<file path="config.mk">
export PLATFORM = sky130hd
export DESIGN_NAME = sorted_insertion_priority_queue_top_flat
export DESIGN_NICKNAME = d
export VERILOG_FILES = /design/src/sv/sipq_pkg.sv /design/src/sv/sipq_req_if.sv /design/src/sv/sipq_rsp_if.sv /design/src/sv/sipq_cell.sv /design/src/sv/sorted_insertion_priority_queue_top.sv /design/src/flat_wrapper.sv
export SDC_FILE = /design/constraint.sdc
export NUM_CORES = 2
export LEC_CHECK = 0
export BUFFER_PORTS_ARGS = -buffer_cell sky130_fd_sc_hd__buf_2
export CORE_MARGIN = 2
export CORE_UTILIZATION = 50
export CTS_CLUSTER_DIAMETER = 200
export DETAILED_ROUTE_END_ITERATION = 7
export PLACE_DENSITY = 0.75
export SKIP_CTS_REPAIR_TIMING = 1
export SLEW_MARGIN = 20
export SYNTH_ARGS = -nofsm -noshare
export SYNTH_HDL_FRONTEND = slang
export SYNTH_SLANG_ARGS = --single-unit
</file>
<file path="constraint.sdc">
create_clock -name clk -period 11 [get_ports clk]
set_input_delay 2.2 -clock clk [delete_from_list [all_inputs] [get_ports clk]]
set_output_delay 2.2 -clock clk [all_outputs]
set_load 0.03 [all_outputs]
</file>
<file path="src/sv/sipq_pkg.sv">
`timescale 1ns / 1ps
// ----------------------------------------------------------------------------
// Sorted-insertion priority queue package
// Sizes, request codes, entry type and the control bundle shared by the cells.
// ----------------------------------------------------------------------------
package sipq_pkg;

	localparam int DEPTH  = 16;
	localparam int CNT_W  = $clog2(DEPTH + 1);
	localparam int PRIO_W = 16;
	localparam int TAG_W  = 32;
	localparam int REQ_W  = 2;
	localparam int OCC_W  = 5;

	typedef enum logic [REQ_W-1:0] {
		REQ_ENQ  = 2'd0,
		REQ_DEQ  = 2'd1,
		REQ_PEEK = 2'd2
	} req_t;

	typedef struct packed {
		logic signed [PRIO_W-1:0] prio;
		logic [TAG_W-1:0]         tag;
	} entry_t;

	typedef enum logic [1:0] {
		CELL_HOLD   = 2'd0,
		CELL_INSERT = 2'd1,
		CELL_SHIFT  = 2'd2
	} cell_op_t;

	typedef struct packed {
		cell_op_t op;
		entry_t   new_entry;
	} cell_ctrl_t;

endpackage

</file>
<file path="src/sv/sipq_req_if.sv">
`timescale 1ns / 1ps
// ----------------------------------------------------------------------------
// Request channel
// Valid/ready channel that carries one queue request per transfer.
// ----------------------------------------------------------------------------
interface sipq_req_if;
	import sipq_pkg::*;

	logic                     valid;
	logic                     ready;
	logic [REQ_W-1:0]         req_type;
	logic signed [PRIO_W-1:0] in_priority;
	logic [TAG_W-1:0]         in_tag;

	modport source (output valid, req_type, in_priority, in_tag, input ready);
	modport sink   (input valid, req_type, in_priority, in_tag, output ready);

endinterface

</file>
<file path="src/sv/sipq_rsp_if.sv">
`timescale 1ns / 1ps
// ----------------------------------------------------------------------------
// Response channel
// Valid/ready channel that carries one queue response per transfer.
// ----------------------------------------------------------------------------
interface sipq_rsp_if;
	import sipq_pkg::*;

	logic                     valid;
	logic                     ready;
	logic                     success;
	logic signed [PRIO_W-1:0] out_priority;
	logic [TAG_W-1:0]         out_tag;
	logic [OCC_W-1:0]         occupancy;

	modport source (output valid, success, out_priority, out_tag, occupancy, input ready);
	modport sink   (input valid, success, out_priority, out_tag, occupancy, output ready);

endinterface

</file>
<file path="src/sv/sipq_cell.sv">
`timescale 1ns / 1ps
// ----------------------------------------------------------------------------
// Queue cell
// Holds one entry; keeps it, takes the new entry, or takes a neighbor's entry.
// ----------------------------------------------------------------------------
module sipq_cell (
	input  logic                clk,
	input  sipq_pkg::cell_ctrl_t ctrl,
	input  logic                occupied,
	input  logic                left_ge,
	input  sipq_pkg::entry_t    left_entry,
	input  sipq_pkg::entry_t    right_entry,
	output sipq_pkg::entry_t    entry,
	output logic                ge
);
	import sipq_pkg::*;

	entry_t entry_q;

	// The new entry goes behind every held entry whose priority is not larger.
	assign ge    = occupied && ($signed(ctrl.new_entry.prio) >= $signed(entry_q.prio));
	assign entry = entry_q;

	always_ff @(posedge clk) begin
		unique case (ctrl.op)
			CELL_INSERT: begin
				if (ge) begin
					entry_q <= entry_q;
				end else if (left_ge) begin
					entry_q <= ctrl.new_entry;
				end else begin
					entry_q <= left_entry;
				end
			end
			CELL_SHIFT: begin
				entry_q <= right_entry;
			end
			default: begin
				entry_q <= entry_q;
			end
		endcase
	end

endmodule

</file>
<file path="src/sv/sorted_insertion_priority_queue_top.sv">
`timescale 1ns / 1ps
// ----------------------------------------------------------------------------
// Sorted-insertion priority queue
// Shift-register priority queue built from a row of compare-and-shift cells.
// ----------------------------------------------------------------------------
// The queue holds up to DEPTH entries (priority and tag) in ascending priority
// order, cell 0 being the front; equal priorities leave in arrival order. Each
// request is handled at once: every cell compares its priority with the
// incoming one at the same time and then keeps its entry, loads the new entry
// or takes its neighbor's, so one request is accepted per cycle unless the
// output stalls; its response appears in the output register on the following
// cycle. A new request is taken while the previous response is still waiting,
// as long as that response is being transferred in the same cycle. An enqueue
// into a full queue, and a dequeue or peek of an empty queue, leave the queue
// unchanged and report success low with zero priority and tag.
module sorted_insertion_priority_queue_top (
	input logic   clk,
	input logic   arst_n,
	sipq_req_if.sink   req,
	sipq_rsp_if.source rsp
);
	import sipq_pkg::*;

	// Entry count and output register state.
	logic [CNT_W-1:0]         count_q;
	logic                     rsp_valid_q;
	logic                     success_q;
	logic signed [PRIO_W-1:0] out_priority_q;
	logic [TAG_W-1:0]         out_tag_q;
	logic [OCC_W-1:0]         occupancy_q;

	// Cell row wiring.
	entry_t           cell_entry [DEPTH];
	logic [DEPTH-1:0] cell_ge;
	logic [DEPTH-1:0] cell_occ;
	cell_ctrl_t       ctrl;

	// Request decode.
	logic             accept;
	logic             is_full;
	logic             is_empty;
	logic             enq_ok;
	logic             front_ok;
	logic             deq_ok;
	logic [CNT_W-1:0] count_next;

	// A request transfers when the output register is free or being emptied.
	assign req.ready = !rsp_valid_q || rsp.ready;
	assign accept    = req.valid && req.ready;

	assign is_full  = (count_q == CNT_W'(DEPTH));
	assign is_empty = (count_q == '0);

	assign enq_ok   = (req.req_type == REQ_ENQ) && !is_full;
	assign front_ok = ((req.req_type == REQ_DEQ) || (req.req_type == REQ_PEEK)) && !is_empty;
	assign deq_ok   = (req.req_type == REQ_DEQ) && !is_empty;

	always_comb begin
		count_next = count_q;
		if (accept && enq_ok) begin
			count_next = count_q + CNT_W'(1);
		end else if (accept && deq_ok) begin
			count_next = count_q - CNT_W'(1);
		end
	end

	// Broadcast the operation and the new entry to every cell.
	always_comb begin
		ctrl.new_entry.prio = req.in_priority;
		ctrl.new_entry.tag  = req.in_tag;
		if (accept && enq_ok) begin
			ctrl.op = CELL_INSERT;
		end else if (accept && deq_ok) begin
			ctrl.op = CELL_SHIFT;
		end else begin
			ctrl.op = CELL_HOLD;
		end
	end

	// The row of cells. The front cell sees an imaginary smaller neighbor on
	// its left, so it loads the new entry whenever its own priority is larger.
	// The back cell refills from itself on a dequeue; that slot becomes empty.
	for (genvar i = 0; i < DEPTH; i++) begin : g_cell
		assign cell_occ[i] = (CNT_W'(i) < count_q);

		if (i == 0) begin : g_front
			sipq_cell u_cell (
				.clk         (clk),
				.ctrl        (ctrl),
				.occupied    (cell_occ[i]),
				.left_ge     (1'b1),
				.left_entry  (ctrl.new_entry),
				.right_entry (cell_entry[i+1]),
				.entry       (cell_entry[i]),
				.ge          (cell_ge[i])
			);
		end else if (i == DEPTH - 1) begin : g_back
			sipq_cell u_cell (
				.clk         (clk),
				.ctrl        (ctrl),
				.occupied    (cell_occ[i]),
				.left_ge     (cell_ge[i-1]),
				.left_entry  (cell_entry[i-1]),
				.right_entry (cell_entry[i]),
				.entry       (cell_entry[i]),
				.ge          (cell_ge[i])
			);
		end else begin : g_mid
			sipq_cell u_cell (
				.clk         (clk),
				.ctrl        (ctrl),
				.occupied    (cell_occ[i]),
				.left_ge     (cell_ge[i-1]),
				.left_entry  (cell_entry[i-1]),
				.right_entry (cell_entry[i+1]),
				.entry       (cell_entry[i]),
				.ge          (cell_ge[i])
			);
		end
	end

	// Control state: entry count and response valid.
	always_ff @(posedge clk or negedge arst_n) begin
		if (!arst_n) begin
			count_q     <= '0;
			rsp_valid_q <= 1'b0;
		end else begin
			count_q <= count_next;
			if (accept) begin
				rsp_valid_q <= 1'b1;
			end else if (rsp.ready) begin
				rsp_valid_q <= 1'b0;
			end
		end
	end

	// Response payload, loaded from the front cell before it is updated.
	always_ff @(posedge clk) begin
		if (accept) begin
			success_q   <= enq_ok || front_ok;
			occupancy_q <= OCC_W'(count_next);
			if (front_ok) begin
				out_priority_q <= cell_entry[0].prio;
				out_tag_q      <= cell_entry[0].tag;
			end else begin
				out_priority_q <= '0;
				out_tag_q      <= '0;
			end
		end
	end

	assign rsp.valid        = rsp_valid_q;
	assign rsp.success      = success_q;
	assign rsp.out_priority = out_priority_q;
	assign rsp.out_tag      = out_tag_q;
	assign rsp.occupancy    = occupancy_q;

`ifndef SYNTH
	// The count never passes the number of cells.
	a_count_bound: assert property (@(posedge clk) disable iff (!arst_n)
		count_q <= CNT_W'(DEPTH))
		else $error("entry count exceeds queue depth");

	// A transferred dequeue of a non-empty queue removes exactly one entry.
	a_deq_count: assert property (@(posedge clk) disable iff (!arst_n)
		(accept && (req.req_type == REQ_DEQ) && !is_empty)
		|=> (count_q == $past(count_q) - CNT_W'(1)))
		else $error("dequeue did not remove one entry");

	// The two front entries stay in priority order.
	a_front_order: assert property (@(posedge clk) disable iff (!arst_n)
		(count_q >= CNT_W'(2)) |-> ($signed(cell_entry[0].prio) <= $signed(cell_entry[1].prio)))
		else $error("front entries out of priority order");

	// Every transferred request yields a pending response on the next cycle.
	a_rsp_follows: assert property (@(posedge clk) disable iff (!arst_n)
		accept |=> rsp.valid)
		else $error("response missing after request transfer");
`endif

endmodule
</file>
<file path="src/flat_wrapper.sv">
// flat-port wrapper written by rule: the top's interface ports become plain ports
module sorted_insertion_priority_queue_top_flat import sipq_pkg::*;
  (clk, arst_n, req_valid, req_req_type, req_in_priority, req_in_tag, req_ready, rsp_valid, rsp_success, rsp_out_priority, rsp_out_tag, rsp_occupancy, rsp_ready);
  sipq_req_if req_i ();
  sipq_rsp_if rsp_i ();
  input logic clk;
  input logic arst_n;
  input wire logic [$bits(req_i.valid)-1:0] req_valid;
  input wire logic [$bits(req_i.req_type)-1:0] req_req_type;
  input wire logic [$bits(req_i.in_priority)-1:0] req_in_priority;
  input wire logic [$bits(req_i.in_tag)-1:0] req_in_tag;
  output wire logic [$bits(req_i.ready)-1:0] req_ready;
  output wire logic [$bits(rsp_i.valid)-1:0] rsp_valid;
  output wire logic [$bits(rsp_i.success)-1:0] rsp_success;
  output wire logic [$bits(rsp_i.out_priority)-1:0] rsp_out_priority;
  output wire logic [$bits(rsp_i.out_tag)-1:0] rsp_out_tag;
  output wire logic [$bits(rsp_i.occupancy)-1:0] rsp_occupancy;
  input wire logic [$bits(rsp_i.ready)-1:0] rsp_ready;
  assign req_i.valid = req_valid;
  assign req_i.req_type = req_req_type;
  assign req_i.in_priority = req_in_priority;
  assign req_i.in_tag = req_in_tag;
  assign req_ready = req_i.ready;
  assign rsp_valid = rsp_i.valid;
  assign rsp_success = rsp_i.success;
  assign rsp_out_priority = rsp_i.out_priority;
  assign rsp_out_tag = rsp_i.out_tag;
  assign rsp_occupancy = rsp_i.occupancy;
  assign rsp_i.ready = rsp_ready;
  sorted_insertion_priority_queue_top u_core (.clk(clk), .arst_n(arst_n), .req(req_i), .rsp(rsp_i));
endmodule
</file>
==> metrics <==
RSZ-0062 raised after global routing false; hold path depth 2; Synth Cell Area 0.0467 mm2; antenna viol nets, final 0; switching share of power 0.352; gpl congestion 0.935; WL final 137 mm; Root Buffer Master clkbuf_16; initial core utilization 0.502; Die H 310 um; Req. time, crit path 11.30 ns; #FFs+latches synth 828; GRT Max-Usage Layer met2; number of flops mapped to enable cells by yosys 822; Post-Syn Area per Cell 10.6 um2; Mapped Cells about 4400; Synth Flop Type edfxtp_1; routed vias 36500; sequential area share after synthesis 0.531; met2 Use GR 0.439; Remaining DRCs 0; dpl hpwl approximately 83 mm; Worst Hold Launch u_core.rsp.valid$_DFFE_PN0P_; met1 Use GR 0.390; Iteration-0 DRC Markers 5240; fin area approximately 0.051 mm2; CP Class in2reg; r2r setup slk between 6 and 7 ns; setup TNS 0 ns; die area 0.0959 mm2; number of max-slew violations in the final report 0; met3 Use GR 0.0428; post-place setup slack 4.43 ns; Max rail drop VDD 164 uV; combinational power share 0.327; Num Clock Sinks 828; placed cell area 0.0480 mm2; final setup fails 0; r2r worst-path depth 8; Slew Limit Headroom 0.280; Psw 3.91 mW; Hold EP u_core.rsp.valid$_DFFE_PN0P_; Wirelength per Cell 24.3 um; Mapped Nets 4731; Max Cap Viol 0; Yosys cell types 73; cell-internal power 7.18 mW; Async SR Flop Fraction 0.00725; largest cells by area after synthesis edfxtp_1 (53%), ha_1 (7.0%), mux2i_1 (5.9%); Syn-to-layout area delta 9.00%; Die W 310 um; most instantiated library cell after synthesis edfxtp_1; H-tree lvl count 3; Final WS setup 5.02 ns; hold crit path type reg2reg; arrival time worst endpoint 6.29 ns; clk slew on worst S/H paths 0.05 ns; first-pass GRT wire length between 200 and 250 mm; Ant. Diodes 0; Final period util 0.544; GRT overflow 0; Worst Skew 0.0541 ns; status finished, final reports clean; Nets 4636; Clk network pwr share 0.278; Synth top area share 0.528; initial antenna violation count 1; Post-synth top cells edfxtp_1 (822), nand2_1 (508), a21oi_1 (384), nand3_1 (318), nor2_1 (300); Final Hold Vio Count 0; worst r2r dst u_core.g_cell[8].g_mid.u_cell.entry[12]$_DFFE_PP_; layout cells sized above 1 0.0911; vias in the first global route roughly 35000; power density cells 218 mW/mm2; GRT Total Usage 0.281; Slew @ Worst Pin 1.08 ns; Flop pwr share 0.395; Vias per Instance 6.46; post-synth top area cell edfxtp_1; I/O Buffers 109; Std-Cell Rows 112; CTS tree built; Pleak 19.3 nW; critical path fanouts, max 33; drt first pass iters 7; RR Startpoint u_core.count_q[3]$_DFF_PN0_; largest net degree at the start of global routing ~230; # IOs 110; fmax 0.167 GHz; Max Buffers Root-to-Sink 3; crit path from req_in_priority[0]; Num CTS Buffers 90; core region area 0.0930 mm2; Clock Latency Late Sink 0.69 ns; Startpoint Class primary input; crit end category flip-flop; final worst path period need 5.98 ns; yosys warns 0; # fillers roughly 8000
==> worst max path at each step <==
| stage | to | slack [ns] | cells past startpoint |
|---|---|---|---|
| detailed placement | u_core.g_cell[1].g_mid.u_cell.entry[24]$_DFFE_PP_ | 4.43 | 10 |
| floorplan | u_core.g_cell[1].g_mid.u_cell.entry[0]$_DFFE_PP_ | 3.53 | 11 |
| finish | u_core.g_cell[1].g_mid.u_cell.entry[24]$_DFFE_PP_ | 5.02 | 10 |
| CTS | u_core.g_cell[1].g_mid.u_cell.entry[24]$_DFFE_PP_ | 5.13 | 10 |
| global placement | u_core.g_cell[1].g_mid.u_cell.entry[16]$_DFFE_PP_ | 4.45 | 10 |
| global route | u_core.g_cell[1].g_mid.u_cell.entry[24]$_DFFE_PP_ | 4.93 | 10 |
==> layer usage <==
metal | wire length (um) | share of wire
met1 | 54500 | 0.40
met2 | 61900 | 0.45
met3 | 14500 | 0.11
met4 | 6060 | 0.044
met5 | 8 | 0.000058
==> registers in the layout (all words and copies together) (netlist names) <==
register / flops
u_core.g_cell.g_front.u_cell.entry: 48
u_core.g_cell.g_mid.u_cell.entry: 672
u_core.rsp.success: 1
u_core.rsp.out_tag: 32
u_core.rsp.occupancy: 5
u_core.g_cell.g_back.u_cell.entry: 48
u_core.rsp.valid: 1
u_core.rsp.out_priority: 16
u_core.count_q: 5
==> cell type report <==
cell class	count	area, um2	share of cell area
Inverter	260	976	0.0192
Tap cell	1254	1570	0.0308
Clock buffer	109	2330	0.0458
Timing Repair Buffer	176	1100	0.0216
Clock inverter	52	608	0.0119
Sequential cell	828	24800	0.487
Multi-Input combinational cell	2965	19500	0.383
==> power groups by stage <==
stage | Combinational [mW] | Clock, mW | Sequential (mW)
after floorplan | 2.56 | 0 | 4.40
after global placement | 3.44 | 0 | 4.42
after detailed placement | 3.55 | 0 | 4.42
after CTS | 3.57 | 3.11 | 4.37
after global routing | 3.90 | 3.22 | 4.41
final | 3.63 | 3.08 | 4.38
==> cell families after synthesis <==
family                     Yosys count  share of synthesized area
AOI/OAI and AO/OA                 1075                      0.147
and+or+nand+nor                   1300                      0.123
adders and majority gates          261                     0.0699
DFF                                828                      0.531
xor gates and xnor gates             4                   0.000750
muxes                              325                     0.0709
buffers and inverters              623                     0.0572
==> metrics by stage <==
step | utilization | std cells | power, mW | hold slack (ns)
floorplan | - | 4416 | 6.96 | 0.503
global placement | 0.516 | 5483 | 7.86 | 0.512
CTS | 0.548 | 5644 | 11.0 | 0.528
detailed placement | 0.516 | 5483 | 7.98 | 0.514
global route | 0.548 | 5644 | 11.5 | 0.558
finish | 0.548 | 5644 | 11.1 | 0.527
==> worst max-delay path, stage by stage <==
cell,delay (ns)
buf_2,0.18
inv_1,0.68
ha_1,0.36
nand2b_1,0.15
a21oi_1,0.16
o21ai_0,0.17
a221oi_1,0.75
o21ai_4,0.15
a31oi_4,0.75
buf_4,0.65
==> placed cells by master, fill, tap and decap left out, drive strengths merged, types with 41 or more instances in the layout <==
| cell type | instances |
|---|---|
| nand4 | 41 |
| a31oi | 59 |
| ha | 261 |
| mux2 | 48 |
| edfxtp | 822 |
| mux2i | 277 |
| a21oi | 385 |
| o211ai | 181 |
| buf | 176 |
| nand3 | 319 |
| nand2 | 509 |
| and3 | 56 |
| inv | 264 |
| o21ai | 181 |
| clkbuf | 109 |
| o221ai | 121 |
| nor2 | 301 |
No activity file was read; power rests on OpenSTA's default activity.
